### src/hw/rtl/avat_pkg.sv
// shared types and constants of the vector angle core
package avat_pkg;

	// default coordinate width of the input vector
	localparam int COORD_BITS_DEF = 16;

	// 1.12 ratio: twelve fraction bits, thirteen quotient bits in all
	localparam int FRAC_BITS  = 12;
	localparam int RATIO_BITS = FRAC_BITS + 1;
	localparam int ANGLE_BITS = 12;

	// polynomial datapath widths
	localparam int SQ_BITS   = 2 * RATIO_BITS;
	localparam int LIN_BITS  = 22;
	localparam int CUB_BITS  = 20;
	localparam int OCT_BITS  = LIN_BITS - FRAC_BITS;

	localparam logic [9:0] POLY_LIN = 10'd651;
	localparam logic [7:0] POLY_CUB = 8'd139;

	localparam logic [ANGLE_BITS-1:0] QUARTER_TURN = 12'd1024;
	localparam logic [ANGLE_BITS-1:0] HALF_TURN    = 12'd2048;

	// octant folding decisions that travel with each beat
	typedef struct packed {
		logic zero;
		logic swapped;
		logic neg_x;
		logic neg_y;
	} flags_t;

endpackage

### src/hw/rtl/avat_div_cell.sv
// one restoring division cell: one quotient bit per cell, registered
module avat_div_cell #(
	parameter int COORD_BITS = avat_pkg::COORD_BITS_DEF
) (
	input  logic                                 clk,
	input  logic                                 arst_n,
	input  logic                                 en,
	input  logic                                 in_valid,
	input  logic [COORD_BITS-2:0]                in_rem,
	input  logic [COORD_BITS-1:0]                in_den,
	input  logic [avat_pkg::RATIO_BITS-1:0]      in_q,
	input  logic                                 in_bit,
	input  avat_pkg::flags_t                     in_flags,
	output logic                                 out_valid,
	output logic [COORD_BITS-2:0]                out_rem,
	output logic [COORD_BITS-1:0]                out_den,
	output logic [avat_pkg::RATIO_BITS-1:0]      out_q,
	output avat_pkg::flags_t                     out_flags
);
	import avat_pkg::*;

	logic [COORD_BITS-1:0] trial;
	logic [COORD_BITS-1:0] diff;
	logic                  ge;
	logic [COORD_BITS-1:0] rem_next;

	// shift the next dividend bit into the remainder and try a subtract
	assign trial    = {in_rem, in_bit};
	assign ge       = (trial >= in_den);
	assign diff     = trial - in_den;
	assign rem_next = ge ? diff : trial;

	always_ff @(posedge clk or negedge arst_n) begin
		if (!arst_n) begin
			out_valid <= 1'b0;
		end else if (en) begin
			out_valid <= in_valid;
		end
	end

	always_ff @(posedge clk) begin
		if (en) begin
			out_rem   <= rem_next[COORD_BITS-2:0];
			out_den   <= in_den;
			out_q     <= {in_q[RATIO_BITS-2:0], ge};
			out_flags <= in_flags;
		end
	end

endmodule

### src/hw/rtl/avat_poly.sv
// cubic octant fit and quadrant mirroring, four register stages
module avat_poly (
	input  logic                                 clk,
	input  logic                                 arst_n,
	input  logic                                 en,
	input  logic                                 in_valid,
	input  logic [avat_pkg::RATIO_BITS-1:0]      in_ratio,
	input  avat_pkg::flags_t                     in_flags,
	output logic                                 out_valid,
	output logic [avat_pkg::ANGLE_BITS-1:0]      out_angle
);
	import avat_pkg::*;

	logic [SQ_BITS-1:0]      sq_w;
	logic [SQ_BITS-1:0]      cube_w;
	logic [LIN_BITS:0]       lin_w;
	logic [CUB_BITS:0]       cub_w;
	logic [LIN_BITS-1:0]     diff_w;

	logic [RATIO_BITS-1:0]   ratio_s1;
	logic [RATIO_BITS-1:0]   sq_s1;
	logic [LIN_BITS-1:0]     lin_s1;
	flags_t                  flags_s1;
	logic                    valid_s1;

	logic [RATIO_BITS-1:0]   cube_s2;
	logic [LIN_BITS-1:0]     lin_s2;
	flags_t                  flags_s2;
	logic                    valid_s2;

	logic [CUB_BITS-1:0]     cub_s3;
	logic [LIN_BITS-1:0]     lin_s3;
	flags_t                  flags_s3;
	logic                    valid_s3;

	logic [OCT_BITS-1:0]     oct_s4;
	flags_t                  flags_s4;
	logic                    valid_s4;

	logic [ANGLE_BITS-1:0]   a_oct;
	logic [ANGLE_BITS-1:0]   a_swp;
	logic [ANGLE_BITS-1:0]   a_negx;
	logic [ANGLE_BITS-1:0]   a_negy;

	assign sq_w   = {{RATIO_BITS{1'b0}}, in_ratio} * {{RATIO_BITS{1'b0}}, in_ratio};
	assign lin_w  = {10'd0, in_ratio} * {13'd0, POLY_LIN};
	assign cube_w = {{RATIO_BITS{1'b0}}, sq_s1} * {{RATIO_BITS{1'b0}}, ratio_s1};
	assign cub_w  = {8'd0, cube_s2} * {13'd0, POLY_CUB};
	assign diff_w = lin_s3 - {{(LIN_BITS-CUB_BITS){1'b0}}, cub_s3};

	always_ff @(posedge clk or negedge arst_n) begin
		if (!arst_n) begin
			valid_s1 <= 1'b0;
			valid_s2 <= 1'b0;
			valid_s3 <= 1'b0;
			valid_s4 <= 1'b0;
		end else if (en) begin
			valid_s1 <= in_valid;
			valid_s2 <= valid_s1;
			valid_s3 <= valid_s2;
			valid_s4 <= valid_s3;
		end
	end

	always_ff @(posedge clk) begin
		if (en) begin
			// r^2 >> 12 and the linear term
			ratio_s1 <= in_ratio;
			sq_s1    <= sq_w[2*FRAC_BITS:FRAC_BITS];
			lin_s1   <= lin_w[LIN_BITS-1:0];
			flags_s1 <= in_flags;
			// r^3 >> 12
			cube_s2  <= cube_w[2*FRAC_BITS:FRAC_BITS];
			lin_s2   <= lin_s1;
			flags_s2 <= flags_s1;
			// cubic term
			cub_s3   <= cub_w[CUB_BITS-1:0];
			lin_s3   <= lin_s2;
			flags_s3 <= flags_s2;
			// first octant angle, clamped at zero
			oct_s4   <= (cub_s3 > lin_s3[CUB_BITS-1:0] && lin_s3[LIN_BITS-1:CUB_BITS] == '0)
				? '0 : diff_w[LIN_BITS-1:FRAC_BITS];
			flags_s4 <= flags_s3;
		end
	end

	// mirror into the right octant, arithmetic wraps modulo a full turn
	assign a_oct  = {{(ANGLE_BITS-OCT_BITS){1'b0}}, oct_s4};
	assign a_swp  = flags_s4.swapped ? (QUARTER_TURN - a_oct) : a_oct;
	assign a_negx = flags_s4.neg_x ? (HALF_TURN - a_swp) : a_swp;
	assign a_negy = flags_s4.neg_y ? ({ANGLE_BITS{1'b0}} - a_negx) : a_negx;

	assign out_angle = flags_s4.zero ? '0 : a_negy;
	assign out_valid = valid_s4;

endmodule

### src/hw/rtl/vector_angle_atan2_core.sv
// top level of the vector angle core: octant fold, divider cell chain, fit, output skid
//
// Gives the angle of a signed vector (y_coord, x_coord) in units of 4096 per
// full turn (1024 is 90 degrees); a zero vector gives 0. One beat is taken
// every cycle while the output side keeps up: a fold stage takes magnitudes
// and swaps so that y <= x, a chain of thirteen division cells forms the 1.12
// ratio y*4096/x one quotient bit per cell, four stages evaluate
// r*651 - r^3*139 (scaled by 2^-12) and the final mirror for swap and signs,
// and an output register with one skid entry holds results. in_stall is
// driven straight from the skid register, so it never depends combinationally
// on out_stall; the pipeline freezes only while the skid entry is full.
module vector_angle_atan2_core #(
	parameter int COORD_BITS = avat_pkg::COORD_BITS_DEF
) (
	input  logic                                clk,
	input  logic                                arst_n,
	// input beats
	input  logic                                in_valid,
	output logic                                in_stall,
	input  logic signed [COORD_BITS-1:0]        y_coord,
	input  logic signed [COORD_BITS-1:0]        x_coord,
	// result beats
	output logic                                out_valid,
	input  logic                                out_stall,
	output logic [avat_pkg::ANGLE_BITS-1:0]     angle
);
	import avat_pkg::*;

	localparam int NCELL = RATIO_BITS;

	// pipeline advance, frozen while the skid entry holds a beat
	logic en;

	// fold stage
	logic [COORD_BITS-1:0] xu, yu, ax, ay, num, den;
	logic                  swp;
	logic                  valid_s1;
	logic [COORD_BITS-2:0] rem_s1;
	logic                  lsb_s1;
	logic [COORD_BITS-1:0] den_s1;
	flags_t                flags_s1;

	// divider chain taps
	logic                   v_c   [0:NCELL];
	logic [COORD_BITS-2:0]  rem_c [0:NCELL];
	logic [COORD_BITS-1:0]  den_c [0:NCELL];
	logic [RATIO_BITS-1:0]  q_c   [0:NCELL];
	flags_t                 fl_c  [0:NCELL];

	// fit output
	logic                   poly_valid;
	logic [ANGLE_BITS-1:0]  poly_angle;

	// output register and skid entry
	logic                   out_valid_q;
	logic [ANGLE_BITS-1:0]  angle_q;
	logic                   skid_valid_q;
	logic [ANGLE_BITS-1:0]  skid_angle_q;
	logic                   push, pop;

	assign en       = !skid_valid_q;
	assign in_stall = skid_valid_q;

	// magnitudes: the most negative value maps to 2^(COORD_BITS-1) exactly
	assign xu  = x_coord;
	assign yu  = y_coord;
	assign ax  = xu[COORD_BITS-1] ? (~xu + 1'b1) : xu;
	assign ay  = yu[COORD_BITS-1] ? (~yu + 1'b1) : yu;
	assign swp = (ay > ax);
	assign num = swp ? ax : ay;
	assign den = swp ? ay : ax;

	always_ff @(posedge clk or negedge arst_n) begin
		if (!arst_n) begin
			valid_s1 <= 1'b0;
		end else if (en) begin
			valid_s1 <= in_valid;
		end
	end

	always_ff @(posedge clk) begin
		if (en) begin
			// the first cell shifts the low numerator bit back in
			rem_s1           <= num[COORD_BITS-1:1];
			lsb_s1           <= num[0];
			den_s1           <= den;
			flags_s1.zero    <= (xu == '0) && (yu == '0);
			flags_s1.swapped <= swp;
			flags_s1.neg_x   <= xu[COORD_BITS-1];
			flags_s1.neg_y   <= yu[COORD_BITS-1];
		end
	end

	assign v_c[0]   = valid_s1;
	assign rem_c[0] = rem_s1;
	assign den_c[0] = den_s1;
	assign q_c[0]   = '0;
	assign fl_c[0]  = flags_s1;

	// one quotient bit per cell, the numerator's fraction bits shift in as zero
	for (genvar i = 0; i < NCELL; i++) begin : g_cell
		avat_div_cell #(
			.COORD_BITS(COORD_BITS)
		) u_cell (
			.clk       (clk),
			.arst_n    (arst_n),
			.en        (en),
			.in_valid  (v_c[i]),
			.in_rem    (rem_c[i]),
			.in_den    (den_c[i]),
			.in_q      (q_c[i]),
			.in_bit    ((i == 0) ? lsb_s1 : 1'b0),
			.in_flags  (fl_c[i]),
			.out_valid (v_c[i+1]),
			.out_rem   (rem_c[i+1]),
			.out_den   (den_c[i+1]),
			.out_q     (q_c[i+1]),
			.out_flags (fl_c[i+1])
		);
	end

	avat_poly u_poly (
		.clk       (clk),
		.arst_n    (arst_n),
		.en        (en),
		.in_valid  (v_c[NCELL]),
		.in_ratio  (q_c[NCELL]),
		.in_flags  (fl_c[NCELL]),
		.out_valid (poly_valid),
		.out_angle (poly_angle)
	);

	// a beat leaves the fit stage only while the pipeline advances
	assign push = en && poly_valid;
	assign pop  = out_valid_q && !out_stall;

	always_ff @(posedge clk or negedge arst_n) begin
		if (!arst_n) begin
			out_valid_q  <= 1'b0;
			skid_valid_q <= 1'b0;
		end else if (skid_valid_q) begin
			if (pop) begin
				out_valid_q  <= 1'b1;
				skid_valid_q <= 1'b0;
			end
		end else if (push) begin
			if (!out_valid_q || pop) begin
				out_valid_q <= 1'b1;
			end else begin
				skid_valid_q <= 1'b1;
			end
		end else if (pop) begin
			out_valid_q <= 1'b0;
		end
	end

	always_ff @(posedge clk) begin
		if (skid_valid_q) begin
			if (pop) begin
				angle_q <= skid_angle_q;
			end
		end else if (push) begin
			if (!out_valid_q || pop) begin
				angle_q <= poly_angle;
			end else begin
				skid_angle_q <= poly_angle;
			end
		end
	end

	assign out_valid = out_valid_q;
	assign angle     = angle_q;

	// skid entry is only ever filled behind a held output beat
	a_skid_behind_out: assert property (@(posedge clk) disable iff (!arst_n)
		skid_valid_q |-> out_valid_q)
		else $error("skid entry full with empty output register");

	// skid fills only when the output was stalled with a beat
	a_skid_fill_cause: assert property (@(posedge clk) disable iff (!arst_n)
		$rose(skid_valid_q) |-> $past(out_valid_q && out_stall))
		else $error("skid entry filled without a stalled output beat");

	// a full skid entry is released only by a taken output beat
	a_skid_release: assert property (@(posedge clk) disable iff (!arst_n)
		$fell(skid_valid_q) |-> $past(!out_stall))
		else $error("skid entry dropped while output stalled");

	// the division remainder stays below the divisor at the end of the chain
	a_div_rem: assert property (@(posedge clk) disable iff (!arst_n)
		(v_c[NCELL] && !fl_c[NCELL].zero) |->
			({1'b0, rem_c[NCELL]} < den_c[NCELL]))
		else $error("division remainder not below divisor");

endmodule

### config.mk
export PLATFORM = sky130hd
export DESIGN_NAME = vector_angle_atan2_core
export DESIGN_NICKNAME = d
export VERILOG_FILES = /design/src/hw/rtl/avat_pkg.sv /design/src/hw/rtl/avat_div_cell.sv /design/src/hw/rtl/avat_poly.sv /design/src/hw/rtl/vector_angle_atan2_core.sv
export SDC_FILE = /design/constraint.sdc
export NUM_CORES = 2
export LEC_CHECK = 0
export ABC_AREA = 1
export BUFFER_PORTS_ARGS = -buffer_cell sky130_fd_sc_hd__buf_2
export CAP_MARGIN = 15
export CORE_MARGIN = 4
export CORE_UTILIZATION = 45
export CTS_BUF_LIST = sky130_fd_sc_hd__clkbuf_8
export DETAILED_ROUTE_END_ITERATION = 12
export PLACE_DENSITY = 0.71
export SYNTH_ARGS = -nofsm -noshare
export SYNTH_HDL_FRONTEND = slang
export SYNTH_SLANG_ARGS = --single-unit
### constraint.sdc
create_clock -name clk -period 23.4 [get_ports clk]
set_clock_uncertainty 0.05 [all_clocks]
set_input_delay 2.34 -clock clk [delete_from_list [all_inputs] [get_ports clk]]
set_output_delay 2.34 -clock clk [all_outputs]
set_load 0.02 [all_outputs]
==> impl_metrics.py <==
metrics = {
    "floorplanning": {
        "core_area_mm2": 0.111,
        "io_pins": 50,
        "dieArea_mm2": 0.117,
        "die_height_um": 342,
        "placementRows": 122,
        "die_w_um": 342,
        "start_util_pct": 45.4,
    },
    "clock_tree": {
        "cts.sinks": 745,
        "holdBufCountCts": 0,
        "clockBufferDepth": 3,
        "cts_buffers": 131,
        "clk_pin_slew_ps": 60,
        "postCtsSetupBuffers": 0,
        "cts-root-buf": "clkbuf_8",
        "ctsResizeCount": 0,
        "cts_tree": "built",
        "insertion_delay_ps": 810,
        "htreeDepth": 4,
    },
    "drt": {
        "drt-initial-drc-count": 1706,
        "wl_per_cell_um": 13.8,
        "drc": 0,
        "viasPerCell": 4.95,
        "vias": 33300,
        "drt_first_pass_iters": 6,
        "antenna_left": 0,
        "drt-total-wl_um": 92900,
    },
    "global_routing": {
        "grt_overflow_total": 0,
        "track_usage_pct": 16.3,
        "grt_max_degree": 97,
        "grt_first_pass_wirelength_um": 159000,
        "grt_busiest_layer": "met2",
        "globalRouteMet2Util_pct": 29.4,
        "antenna_found_initial": 1,
        "first_global_vias": 34200,
        "grtUsageMet3_pct": 2.79,
        "met1_usage_pct": 19.0,
    },
    "logic_synthesis": {
        "synth_nets": 5866,
        "synth_area_leaders": "edfxtp_1, ha_1, fa_1",
        "synth-edff-count": 725,
        "synth_area_mm2": 0.0503,
        "synth.most_common_cell": "inv_1",
        "synth_top_area_cell": "edfxtp_1",
        "synthArstFlopShare_pct": 2.68,
        "yosysWarnings": 0,
        "synthTopCellsByCount": "inv_1, nand2_1, edfxtp_1",
        "syn_avg_cell_area_um2": 9.98,
        "syn_inst": 5042,
        "yosysTopAreaCellShare_pct": 43.3,
        "ys_ff_latch": 745,
        "synth.yosys.seq_area_share_pct": 44.3,
        "synth.distinct_cells": 52,
        "ys.flop_type": "edfxtp_1",
    },
    "sta": {
        "finalMaxSlewViolations": 0,
        "rsz0062_at_grt": "false",
        "hold_viol_final": 0,
        "period_needed_ps": 5850,
        "relSlewSlack_pct": 25.0,
        "setup_tns_ps": 0,
        "period_share_pct": 25.0,
        "setup_viol": 0,
        "fmax_ghz": 0.171,
        "worst_pin_slew_ps": 1120,
    },
    "placement": {
        "hpwlAfterDp_um": 71000,
        "portBuffers": 49,
        "globalplace.congestion": 0.875,
    },
    "worst_hold_path": {
        "hold_class": "flip-flop to flip-flop",
    },
    "run_status": {
        "status": "finished clean",
    },
    "worst_setup_path": {
        "critPathCaptureType": "flip-flop",
        "crit_fanout": 15,
        "crit_required_ps": 23890,
        "path_class": "flip-flop to flip-flop",
        "start_kind": "flip-flop",
        "cp_data_arrival_time_ps": 6340,
    },
    "final_layout": {
        "drive_gt1_share_pct": 5.48,
        "syn_to_final_growth_pct": 8.48,
        "nNetsFinal": 5968,
    },
    "run": {
        "drv_cap": 0,
    },
}
## critical path: stages (launching register included)
cell and delay (ps):
edfxtp_1 870, ha_1 390, ha_1 290, xor2_1 380, fa_1 520, fa_1 550, inv_1 60, fa_1 540
inv_1 60, fa_1 520, inv_1 50, ha_1 340, a21oi_1 230, o21ai_0 120, a211oi_1 310, nand3_1 130
xor2_1 160
## layer usage
metal	share of wire (%)	wire [um]
met4	3.9	3600
met3	4.1	3780
met5	0	0
met1	42	38600
met2	51	47000
## cells in the final DEF, fill, tap and decap left out, drive strengths merged, types with 33 or more instances in the layout
master  netlist  final
a31oi        40     40
nand3       118    118
nor2        287    287
xnor2       126    126
clkbuf       61    133
inv        1054   1099
fa          265    265
xor2        118    118
edfxtp      725    725
buf          34     65
o21ai       217    217
a21oi       456    456
ha          523    523
nand4        33     33
nand2       831    831
clkinv        0     36
## layout make-up
type                       instances  area [um^2]
antenna                            1         2.50
clock buffer                     133         1830
clock inverter                    89          609
fill                            9896        56200
inverter                        1054         3960
multi-input combinational       3147        23600
sequential                       745        22300
tap                             1488         1860
timing repair buffer              65          413
## per-stage QoR
stage	setup WS [ps]	hold slack (ps)	std cells	instance area (um^2)	utilization [%]
global route	17190	335	6722	54600	49.3
detailed placement	17390	355	6495	52100	47.0
floorplan	2050	350	5042	50300	-
finish	17550	329	6722	54600	49.3
CTS	17610	325	6717	54500	49.2
global placement	17380	351	6495	52100	47.0
## flip-flops by register name (all words and copies together) (netlist names), 10 cells and up
signal and cells:
g_cell.u_cell.out_den 192, g_cell.u_cell.out_rem 180, g_cell.u_cell.out_q 91, g_cell.u_cell.out_flags 52, u_poly.lin_s1 22, u_poly.lin_s2 22
u_poly.lin_s3 22, u_poly.cub_s3 20, den_s1 16, rem_s1 15, g_cell.u_cell.out_valid 13, u_poly.cube_s2 13
u_poly.sq_s1 13, angle 12, skid_angle_q 12, u_poly.ratio_s1 12, u_poly.oct_s4 10
## path summary, 6_finish.rpt
kind | startpoint | endpoint | slack, ps | cells after the start
min in group asynchronous | arst_n | u_poly.valid_s1 | 1440 | 1
max reg2reg | g_cell[12].u_cell.out_q[9] | u_poly.sq_s1[11] | 17550 | 16
max | g_cell[12].u_cell.out_q[9] | u_poly.sq_s1[11] | 17550 | 16
min reg2reg | g_cell[11].u_cell.out_q[5] | g_cell[12].u_cell.out_q[6] | 330 | 0
max in group asynchronous | arst_n | g_cell[7].u_cell.out_valid | 21540 | 1
min | g_cell[11].u_cell.out_q[5] | g_cell[12].u_cell.out_q[6] | 330 | 0
## logic make-up after synthesis
logic type / after synthesis / share of synthesized area, %
buf+inv: 1150 / 8.77
flops: 745 / 44.3
simple gates: 1348 / 11.1
fa+ha+maj: 788 / 23.5
compound gates: 766 / 8.06
mux: 1 / 0.0224
xor+xnor: 244 / 4.25
Power is left out: the tool's default activity adds up to more than one toggle a clock period on the data nets, which glitch-free logic cannot reach.
